--- src/rtl/hve_pkg.sv ---
// Shared types and constants for the haptic velocity estimator.
// No dependencies; all other RTL files but the assert header import it.
package hve_pkg;

    localparam int POS_W       = 24;
    localparam int VEL_W       = 32;
    localparam int FORCE_W     = 24;
    localparam int CFG_INDEX_W = 4;
    localparam int CFG_DATA_W  = 16;

    // Configuration register indexes.
    localparam logic [CFG_INDEX_W-1:0] REG_UNIT_SELECT  = 4'd0;
    localparam logic [CFG_INDEX_W-1:0] REG_DAMPING_GAIN = 4'd1;

    localparam logic [15:0] DAMPING_GAIN_RESET = 16'd1049;

    // Unit select codes.
    localparam logic [1:0] UNIT_MM = 2'd0;
    localparam logic [1:0] UNIT_CM = 2'd1;
    localparam logic [1:0] UNIT_DM = 2'd2;
    localparam logic [1:0] UNIT_M  = 2'd3;

    // Axis slots inside the datapath: x, remapped y (-z), remapped z (y).
    localparam logic [1:0] AXIS_X = 2'd0;
    localparam logic [1:0] AXIS_Y = 2'd1;
    localparam logic [1:0] AXIS_Z = 2'd2;

    // Filter coefficients: b in Q28, a in Q20.
    localparam logic signed [23:0] COEF_B0   = 24'sd58948;
    localparam logic signed [23:0] COEF_B1   = 24'sd176845;
    localparam logic signed [23:0] COEF_A1   = 24'sd2882326;
    localparam logic signed [23:0] COEF_NA2  = -24'sd2651010;
    localparam logic signed [23:0] COEF_A3   = 24'sd815373;
    localparam logic signed [23:0] VEL_SCALE = 24'sd500;

    // Operand selection of the shared multiplier.
    typedef enum logic [3:0] {
        MUL_NONE,
        MUL_DIV_EST,
        MUL_DIV_CHK,
        MUL_DAMP_H,
        MUL_DAMP_L,
        MUL_VEL,
        MUL_B0,
        MUL_B1,
        MUL_A1H,
        MUL_A1L,
        MUL_A2H,
        MUL_A2L,
        MUL_A3H,
        MUL_A3L
    } mul_sel_e;

    // What the datapath does with the product of the previous cycle.
    typedef enum logic [3:0] {
        POST_NONE,
        POST_Q0_LOAD,
        POST_DIV_FIX,
        POST_ACC_LOAD,
        POST_ACC_LOAD20,
        POST_ACC_ADD,
        POST_ACC_ADD20,
        POST_V_LOAD,
        POST_DAMP_DONE,
        POST_FILT_DONE
    } post_e;

    typedef struct packed {
        logic       capture;
        logic       out_load;
        mul_sel_e   mul_sel;
        post_e      post;
        logic [1:0] axis;
    } hve_cmd_t;

    typedef struct packed {
        logic signed [POS_W-1:0]   raw_x;
        logic signed [POS_W-1:0]   raw_y;
        logic signed [POS_W-1:0]   raw_z;
        logic signed [FORCE_W-1:0] cmd_force_x;
        logic signed [FORCE_W-1:0] cmd_force_y;
        logic signed [FORCE_W-1:0] cmd_force_z;
    } sample_t;

    typedef struct packed {
        logic signed [POS_W-1:0]   pos_x;
        logic signed [POS_W-1:0]   pos_y;
        logic signed [POS_W-1:0]   pos_z;
        logic signed [VEL_W-1:0]   vel_x;
        logic signed [VEL_W-1:0]   vel_y;
        logic signed [VEL_W-1:0]   vel_z;
        logic signed [FORCE_W-1:0] drive_0;
        logic signed [FORCE_W-1:0] drive_1;
        logic signed [FORCE_W-1:0] drive_2;
    } result_t;

    // Unit ratio divisor.
    function automatic logic [9:0] unit_ratio(input logic [1:0] sel);
        logic [9:0] r;
        unique case (sel)
            UNIT_MM: r = 10'd1;
            UNIT_CM: r = 10'd10;
            UNIT_DM: r = 10'd100;
            UNIT_M:  r = 10'd1000;
            default: r = 10'd1;
        endcase
        return r;
    endfunction

    // Reciprocal floor(2^s / r), kept below 2^23.
    function automatic logic [22:0] unit_recip(input logic [1:0] sel);
        logic [22:0] m;
        unique case (sel)
            UNIT_MM: m = 23'd1;
            UNIT_CM: m = 23'd3355443;
            UNIT_DM: m = 23'd2684354;
            UNIT_M:  m = 23'd4294967;
            default: m = 23'd1;
        endcase
        return m;
    endfunction

    // Shift s that goes with the reciprocal.
    function automatic logic [5:0] unit_shift(input logic [1:0] sel);
        logic [5:0] s;
        unique case (sel)
            UNIT_MM: s = 6'd0;
            UNIT_CM: s = 6'd25;
            UNIT_DM: s = 6'd28;
            UNIT_M:  s = 6'd32;
            default: s = 6'd0;
        endcase
        return s;
    endfunction

endpackage

--- src/rtl/hve_controller.sv ---
// Sequencer of the haptic velocity estimator: handshakes and per-axis microsteps.
// Depends on hve_pkg for the command struct and the operation enums.
module hve_controller (
    input  logic              clk,
    input  logic              rst_n,
    input  logic              in_valid,
    input  logic              out_ready,
    output logic              in_ready,
    output logic              out_valid,
    output hve_pkg::hve_cmd_t cmd
);
    import hve_pkg::*;

    typedef enum logic [1:0] {
        S_IDLE,
        S_RUN,
        S_FINISH
    } state_e;

    // One entry per microstep of an axis; the product of a step is consumed
    // by the post operation of the step after it.
    typedef enum logic [4:0] {
        ST_DIV_EST,
        ST_DAMP_H,
        ST_DIV_CHK,
        ST_DAMP_L,
        ST_VEL,
        ST_V_LOAD,
        ST_DAMP_DONE,
        ST_B0,
        ST_B1,
        ST_A1H,
        ST_A1L,
        ST_A2H,
        ST_A2L,
        ST_A3H,
        ST_A3L,
        ST_ACC_LAST,
        ST_FILT_DONE
    } step_e;

    state_e     state_reg, state_next;
    step_e      step_reg, step_next;
    logic [1:0] axis_reg, axis_next;
    logic       out_valid_reg, out_valid_next;

    always_comb
    begin
        state_next     = state_reg;
        step_next      = step_reg;
        axis_next      = axis_reg;
        out_valid_next = out_valid_reg && !out_ready;

        cmd.capture  = 1'b0;
        cmd.out_load = 1'b0;
        cmd.mul_sel  = MUL_NONE;
        cmd.post     = POST_NONE;
        cmd.axis     = axis_reg;

        unique case (state_reg)
            S_IDLE:
            begin
                if (in_valid)
                begin
                    cmd.capture = 1'b1;
                    state_next  = S_RUN;
                    step_next   = ST_DIV_EST;
                    axis_next   = AXIS_X;
                end
            end
            S_RUN:
            begin
                unique case (step_reg)
                    ST_DIV_EST:   begin cmd.mul_sel = MUL_DIV_EST; end
                    ST_DAMP_H:    begin cmd.mul_sel = MUL_DAMP_H;  cmd.post = POST_Q0_LOAD;    end
                    ST_DIV_CHK:   begin cmd.mul_sel = MUL_DIV_CHK; cmd.post = POST_ACC_LOAD20; end
                    ST_DAMP_L:    begin cmd.mul_sel = MUL_DAMP_L;  cmd.post = POST_DIV_FIX;    end
                    ST_VEL:       begin cmd.mul_sel = MUL_VEL;     cmd.post = POST_ACC_ADD;    end
                    ST_V_LOAD:    begin cmd.post = POST_V_LOAD;    end
                    ST_DAMP_DONE: begin cmd.post = POST_DAMP_DONE; end
                    ST_B0:        begin cmd.mul_sel = MUL_B0;  end
                    ST_B1:        begin cmd.mul_sel = MUL_B1;  cmd.post = POST_ACC_LOAD;  end
                    ST_A1H:       begin cmd.mul_sel = MUL_A1H; cmd.post = POST_ACC_ADD;   end
                    ST_A1L:       begin cmd.mul_sel = MUL_A1L; cmd.post = POST_ACC_ADD20; end
                    ST_A2H:       begin cmd.mul_sel = MUL_A2H; cmd.post = POST_ACC_ADD;   end
                    ST_A2L:       begin cmd.mul_sel = MUL_A2L; cmd.post = POST_ACC_ADD20; end
                    ST_A3H:       begin cmd.mul_sel = MUL_A3H; cmd.post = POST_ACC_ADD;   end
                    ST_A3L:       begin cmd.mul_sel = MUL_A3L; cmd.post = POST_ACC_ADD20; end
                    ST_ACC_LAST:  begin cmd.post = POST_ACC_ADD;   end
                    ST_FILT_DONE: begin cmd.post = POST_FILT_DONE; end
                    default:      begin cmd.post = POST_NONE;      end
                endcase

                if (step_reg == ST_FILT_DONE)
                begin
                    step_next = ST_DIV_EST;
                    if (axis_reg == AXIS_Z)
                    begin
                        state_next = S_FINISH;
                    end
                    else
                    begin
                        axis_next = axis_reg + 2'd1;
                    end
                end
                else
                begin
                    step_next = step_e'(step_reg + 5'd1);
                end
            end
            S_FINISH:
            begin
                // The output register is free when empty or being taken now.
                if (!out_valid_reg || out_ready)
                begin
                    cmd.out_load   = 1'b1;
                    out_valid_next = 1'b1;
                    state_next     = S_IDLE;
                end
            end
            default:
            begin
                state_next = S_IDLE;
            end
        endcase
    end

    always_ff @(posedge clk or negedge rst_n)
    begin
        if (!rst_n)
        begin
            state_reg     <= S_IDLE;
            step_reg      <= ST_DIV_EST;
            axis_reg      <= AXIS_X;
            out_valid_reg <= 1'b0;
        end
        else
        begin
            state_reg     <= state_next;
            step_reg      <= step_next;
            axis_reg      <= axis_next;
            out_valid_reg <= out_valid_next;
        end
    end

    assign in_ready  = (state_reg == S_IDLE);
    assign out_valid = out_valid_reg;

endmodule

--- config.mk ---
export PLATFORM = sky130hd
export DESIGN_NAME = hve_controller
export DESIGN_NICKNAME = d
export VERILOG_FILES = /design/src/rtl/hve_pkg.sv /design/src/rtl/hve_controller.sv
export SDC_FILE = /design/constraint.sdc
export NUM_CORES = 1
export LEC_CHECK = 0
export BUFFER_PORTS_ARGS = -buffer_cell sky130_fd_sc_hd__buf_2
export CAP_MARGIN = 20
export CELL_PAD_IN_SITES_DETAIL_PLACEMENT = 1
export CELL_PAD_IN_SITES_GLOBAL_PLACEMENT = 1
export CORE_AREA = 2 2 50 52
export CTS_CLUSTER_DIAMETER = 80
export DETAILED_ROUTE_END_ITERATION = 8
export DIE_AREA = 0 0 52 54
export HOLD_SLACK_MARGIN = 0.05
export PLACE_DENSITY = 0.87
export SLEW_MARGIN = 5
export SYNTH_ARGS = -nofsm -noshare
export SYNTH_HDL_FRONTEND = slang
export SYNTH_SLANG_ARGS = --single-unit
--- constraint.sdc ---
create_clock -name clk -period 2.3 [get_ports clk]
set_input_delay 0.23 -clock clk [delete_from_list [all_inputs] [get_ports clk]]
set_output_delay 0.23 -clock clk [all_outputs]
set_load 0.01 [all_outputs]
======== Yosys cells after proc, flatten, opt, wreduce, memory -nomap -nowiden ========
Index checks and enable logic that the tools add are counted.
storage, ports and cells
  logic and storage cells ................. 63
  input port bits ......................... 4
  output and inout port bits .............. 14
  flip-flop bits (word level) ............. 10
operators by class
  reductions and logical operators ........ 12
  muxes and demuxes ....................... 21
  equal/unequal tests ..................... 24
  add/sub/neg operators ................... 2
operator list
  operator               number
  $pmux W4 S13           1
  $eq A5 B4 Y1 const B   8
  $pmux W4 S9            1
  $eq A5 B3 Y1 const B   4
  $mux W2                7
  $eq A5 B2 Y1 const B   2
  $mux W5                2
  $ne A2 B2 Y1 const B   5
  $pmux W5 S2            1
  $mux W8                1
  $reduce_and A4 Y1      2
  $mux W1                6
  $pmux W2 S3            1
  $add A5 B1 Y5 const B  1
  $eq A5 B1 Y1 const B   1
  $eq A5 B5 Y1 const B   1
  $logic_not A5 Y1       1
  $reduce_or A5 Y1       1
  $eq A2 B2 Y1 const B   2
  $pmux W2 S2            1
  $reduce_or A3 Y1       1
  $add A2 B1 Y2 const B  1
  $eq A2 B1 Y1 const B   1
  $logic_not A1 Y1       2
  5 further kinds        5

======== Longest topological paths before layout ========
  word-level depth ........................ 4
  mapped depth ............................ 6
  depth with buffers taken out ............ 6

======== Least setup slack after synthesis ========
No wires, ideal clock.
  kind .................................... register to output
  from .................................... register step_reg[0]
  to ...................................... output cmd[4] (netlist name)
  path buffers ............................ 1
  required time ........................... 2070 ps
  slack ................................... 348 ps
  data arrival time ....................... 1722 ps
  cell stages (with the launch flop) ...... 7
  cells stage by stage .................... dfrtp_1 > inv_1 > ha_1 > buf_6 > or4b_1 > a211o_1 > o311a_1
RTL lines
  what                    line                   source
  from (decl)             hve_controller.sv:43   step_e step_reg, step_next;
  from (signal assigned)  hve_controller.sv:140  step_reg <= step_next;
  to (decl)               hve_controller.sv:10   output hve_pkg::hve_cmd_t cmd

==> metrics.cfg <==
[pwr]
p_per_area_nw_per_um2 = 1410
ir_drop_mv = 0.623
power.leakage_uw = 0.000490
fin_total_pwr_uw = 1460

[run_status]
status = complete, no violations

[critical_path]
crit_type = flip-flop to primary output
path_depth = 6
reg2reg_depth = 6
critPathLaunch = step_reg[0]$_DFFE_PN0P_
critPathLaunchType = flip-flop
reg2reg_to = step_reg[3]$_DFFE_PN0P_
critPathCaptureType = primary output
slowest_delay_ps = 500
critPathBufInv = 2
arrival_ps = 2010
critPathMaxFanout = 4
path_cells = inv_2, ha_1, or4b_1, a211o_1, o311a_1, buf_2
slowest_stage = or4b_1
reg2reg_from = step_reg[0]$_DFFE_PN0P_
ff2ff_setup_slack_ps = 590
required_ps = 2070
cp-endpoint = cmd[4]
crit_family = simple AND/OR/NAND/NOR gates

[clocking]
cts.sinks = 10
ctsHtreeMaxLevel = 1
path_clk_slew_ps = 60
cts_buffers = 3
clk-insertion-delay-late_ps = 260
cts_tree = yes
clockRootBuffer = clkbuf_4
clk_path_buf_depth = 2

[timing]
clock.fmax_mhz = 446
maxSlewHeadroom = 0.576
drv_slew = 0
hold_viol = 0
finalWorstSetupSlack_ps = 59.2
tightest_slew_ps = 634
fin_crit_sh = 0.974
finalSetupViolCount = 0
period_needed_ps = 2240
finClkSkew_ps = 0.612

[logic_synthesis]
synthAdderAreaFrac = 0.0888
synthTopCellsByCount = dfrtp_1, nand2_1, nand3_1
ys_ff_latch = 10
yosysTopAreaCell = dfrtp_1
yosys.area_share.simple = 0.266
synth_compound_area_frac = 0.263
syn_nets = 112
synth_xor_area_frac = 0.0104
yosysWarnings = 0
synth_edf_count = 0
syn_area_sq_um = 846
yosysSeqAreaShare = 0.296
syn_inst = 102
synthMuxAreaShare = 0
synth_ff_type = dfrtp_1
avgSynthCellArea_sq_um = 8.29
synthTopCellsByArea = dfrtp_1, ha_1, nand2_1, nand3_1, nand2b_1
netlist.area_leader.share = 0.296
synth_cell_types = 39
synth_top_family_by_area = simple AND/OR/NAND/NOR gates
synthArstFlopShare = 1.00

[global_routing]
global_route.usage.met2 = 0.363
met1_usage = 0.218
use_met3 = 0.0250
grt_max_degree = 15
grt_most_used_layer = met2
grt_pass1_vias = 837
grt_overflow = 0
grt.total_usage = 0.194
antenna_found_initial = 0
grt_first_pass_wirelength_microns = 3970

[floorplanning]
die_h_microns = 54
die-width_microns = 52
core.rowCount = 18
start_util = 0.365
core_sq_um = 2320
design.die.area_sq_um = 2810
io_pins = 18

[detailed_routing]
ant_nets = 0
drtIter0Drc = 11
postRouteWirelength_microns = 2380
route.detailed.drc = 0
wire_per_inst_microns = 15.5
routed_via_density = 5.69
drt-pass1-iter-count = 4
vias = 871

[placement]
place_area_sq_um = 965
io_buffers = 17
gp_congestion = 0.765
dp_slack_ps = 264
dpl.hpwl_microns = 1790

[layout]
antennaDiodeCount = 0
largest_reg_flops = 5
drive_gt1_frac = 0.268
nets = 135
design_area_sq_um = 1040
area_growth_pct = 22.6
postLayoutCoreUtil = 0.447
n_fill_cell = 301

[run]
drv_cap = 0

[worst_hold_path]
hold_class = primary input to flip-flop

metal layers:
layer  vias to the layer above  wire (microns)  part of all wire
met5                         -               0                 0
met4                         0              20            0.0084
met3                         2              69             0.029
met2                        19            1290              0.54
met1                       431             997              0.42
li1                        419               -                 -
worst reg2reg max path, cell delays in order, from the launching register on:
cell and delay [ps]:
dfrtp_2 420, inv_2 60, ha_1 200, buf_4 170, and4bb_1 240, or4_1 480
nand3_1 80
kinds of logic after synthesis:
logic type | after synthesis
xor gates and xnor gates | 1
adders and majority gates | 6
and+or+nand+nor | 40
AOI/OAI and AO/OA | 31
buffers and inverters | 14
DFF | 10
cell usage in the layout (no fill, tap or decap), drive strengths merged:
cell and count:
inv 6, or2 1, o211ai 3, or4b 1, a22o 1, dfrtp 10, nor4bb 1, xor2 1
o22ai 1, a31oi 1, nor3 1, nand4bb 1, clkbuf 3, or3 1, o311a 1, a311oi 1
or4 1, nand3 7, o211a 1, nand2 10, nand2b 5, o21bai 2, dlygate4sd3 1, buf 25
nor2 5, a2111oi 2, a211oi 4, a211o 1, o311ai 2, nor4b 1, nor2b 3, and4bb 1
a21o 1, a221oi 1, ha 6, o21ai 5, and2 1, a21oi 4
worst min path at each step:
stage / startpoint / end / slack [ps] / cells past startpoint
6_report: out_ready / out_valid$_DFF_PN0_ / 260 / 3
5_1_grt: out_ready / out_valid$_DFF_PN0_ / 310 / 3
4_1_cts: out_ready / out_valid$_DFF_PN0_ / 260 / 3
2_1_floorplan: rst_n / axis_reg[0]$_DFFE_PN0P_ / -70 / 0
3_3_place_gp: rst_n / axis_reg[1]$_DFFE_PN0P_ / 100 / 1
3_5_place_dp: rst_n / axis_reg[1]$_DFFE_PN0P_ / 110 / 1
through the flow:
| stage | std cells | setup TNS [ps] | hold slack (ps) |
|---|---|---|---|
| after floorplan | 102 | 0 | -65.6 |
| after global placement | 146 | 0 | 101 |
| after detailed placement | 146 | 0 | 106 |
| after CTS | 152 | 0 | 264 |
| after global routing | 153 | -4.93 | 314 |
| final | 153 | 0 | 265 |
power by group:
part	leakage, uW	internal [uW]	total (uW)	switching (uW)
Combinational	0.000356	470	1000	533
Clock	0.0000138	60.1	114	53.7
Sequential	0.000120	244	348	104
Total	0.000490	774	1460	690
repair_timing:
| item | 4_1_cts | 5_1_grt |
|---|---|---|
| hold buffers | 1 | 0 |
| setup buffers | 2 | 1 |
| endpoints found under the hold margin | 10 | 0 |
| setup endpoints to repair | 1 | 1 |
| resized for setup | 1 | 5 |
cell type report:
cell class                 instances  area, sq um  share of cell area
multi-input combinational         78          547               0.527
sequential                        10          253               0.244
timing repair buffer              26          155               0.150
tap                               30         37.5              0.0362
clock buffer                       3         22.5              0.0217
inverter                           6         22.5              0.0217
(Power assumes the default switching activity.)
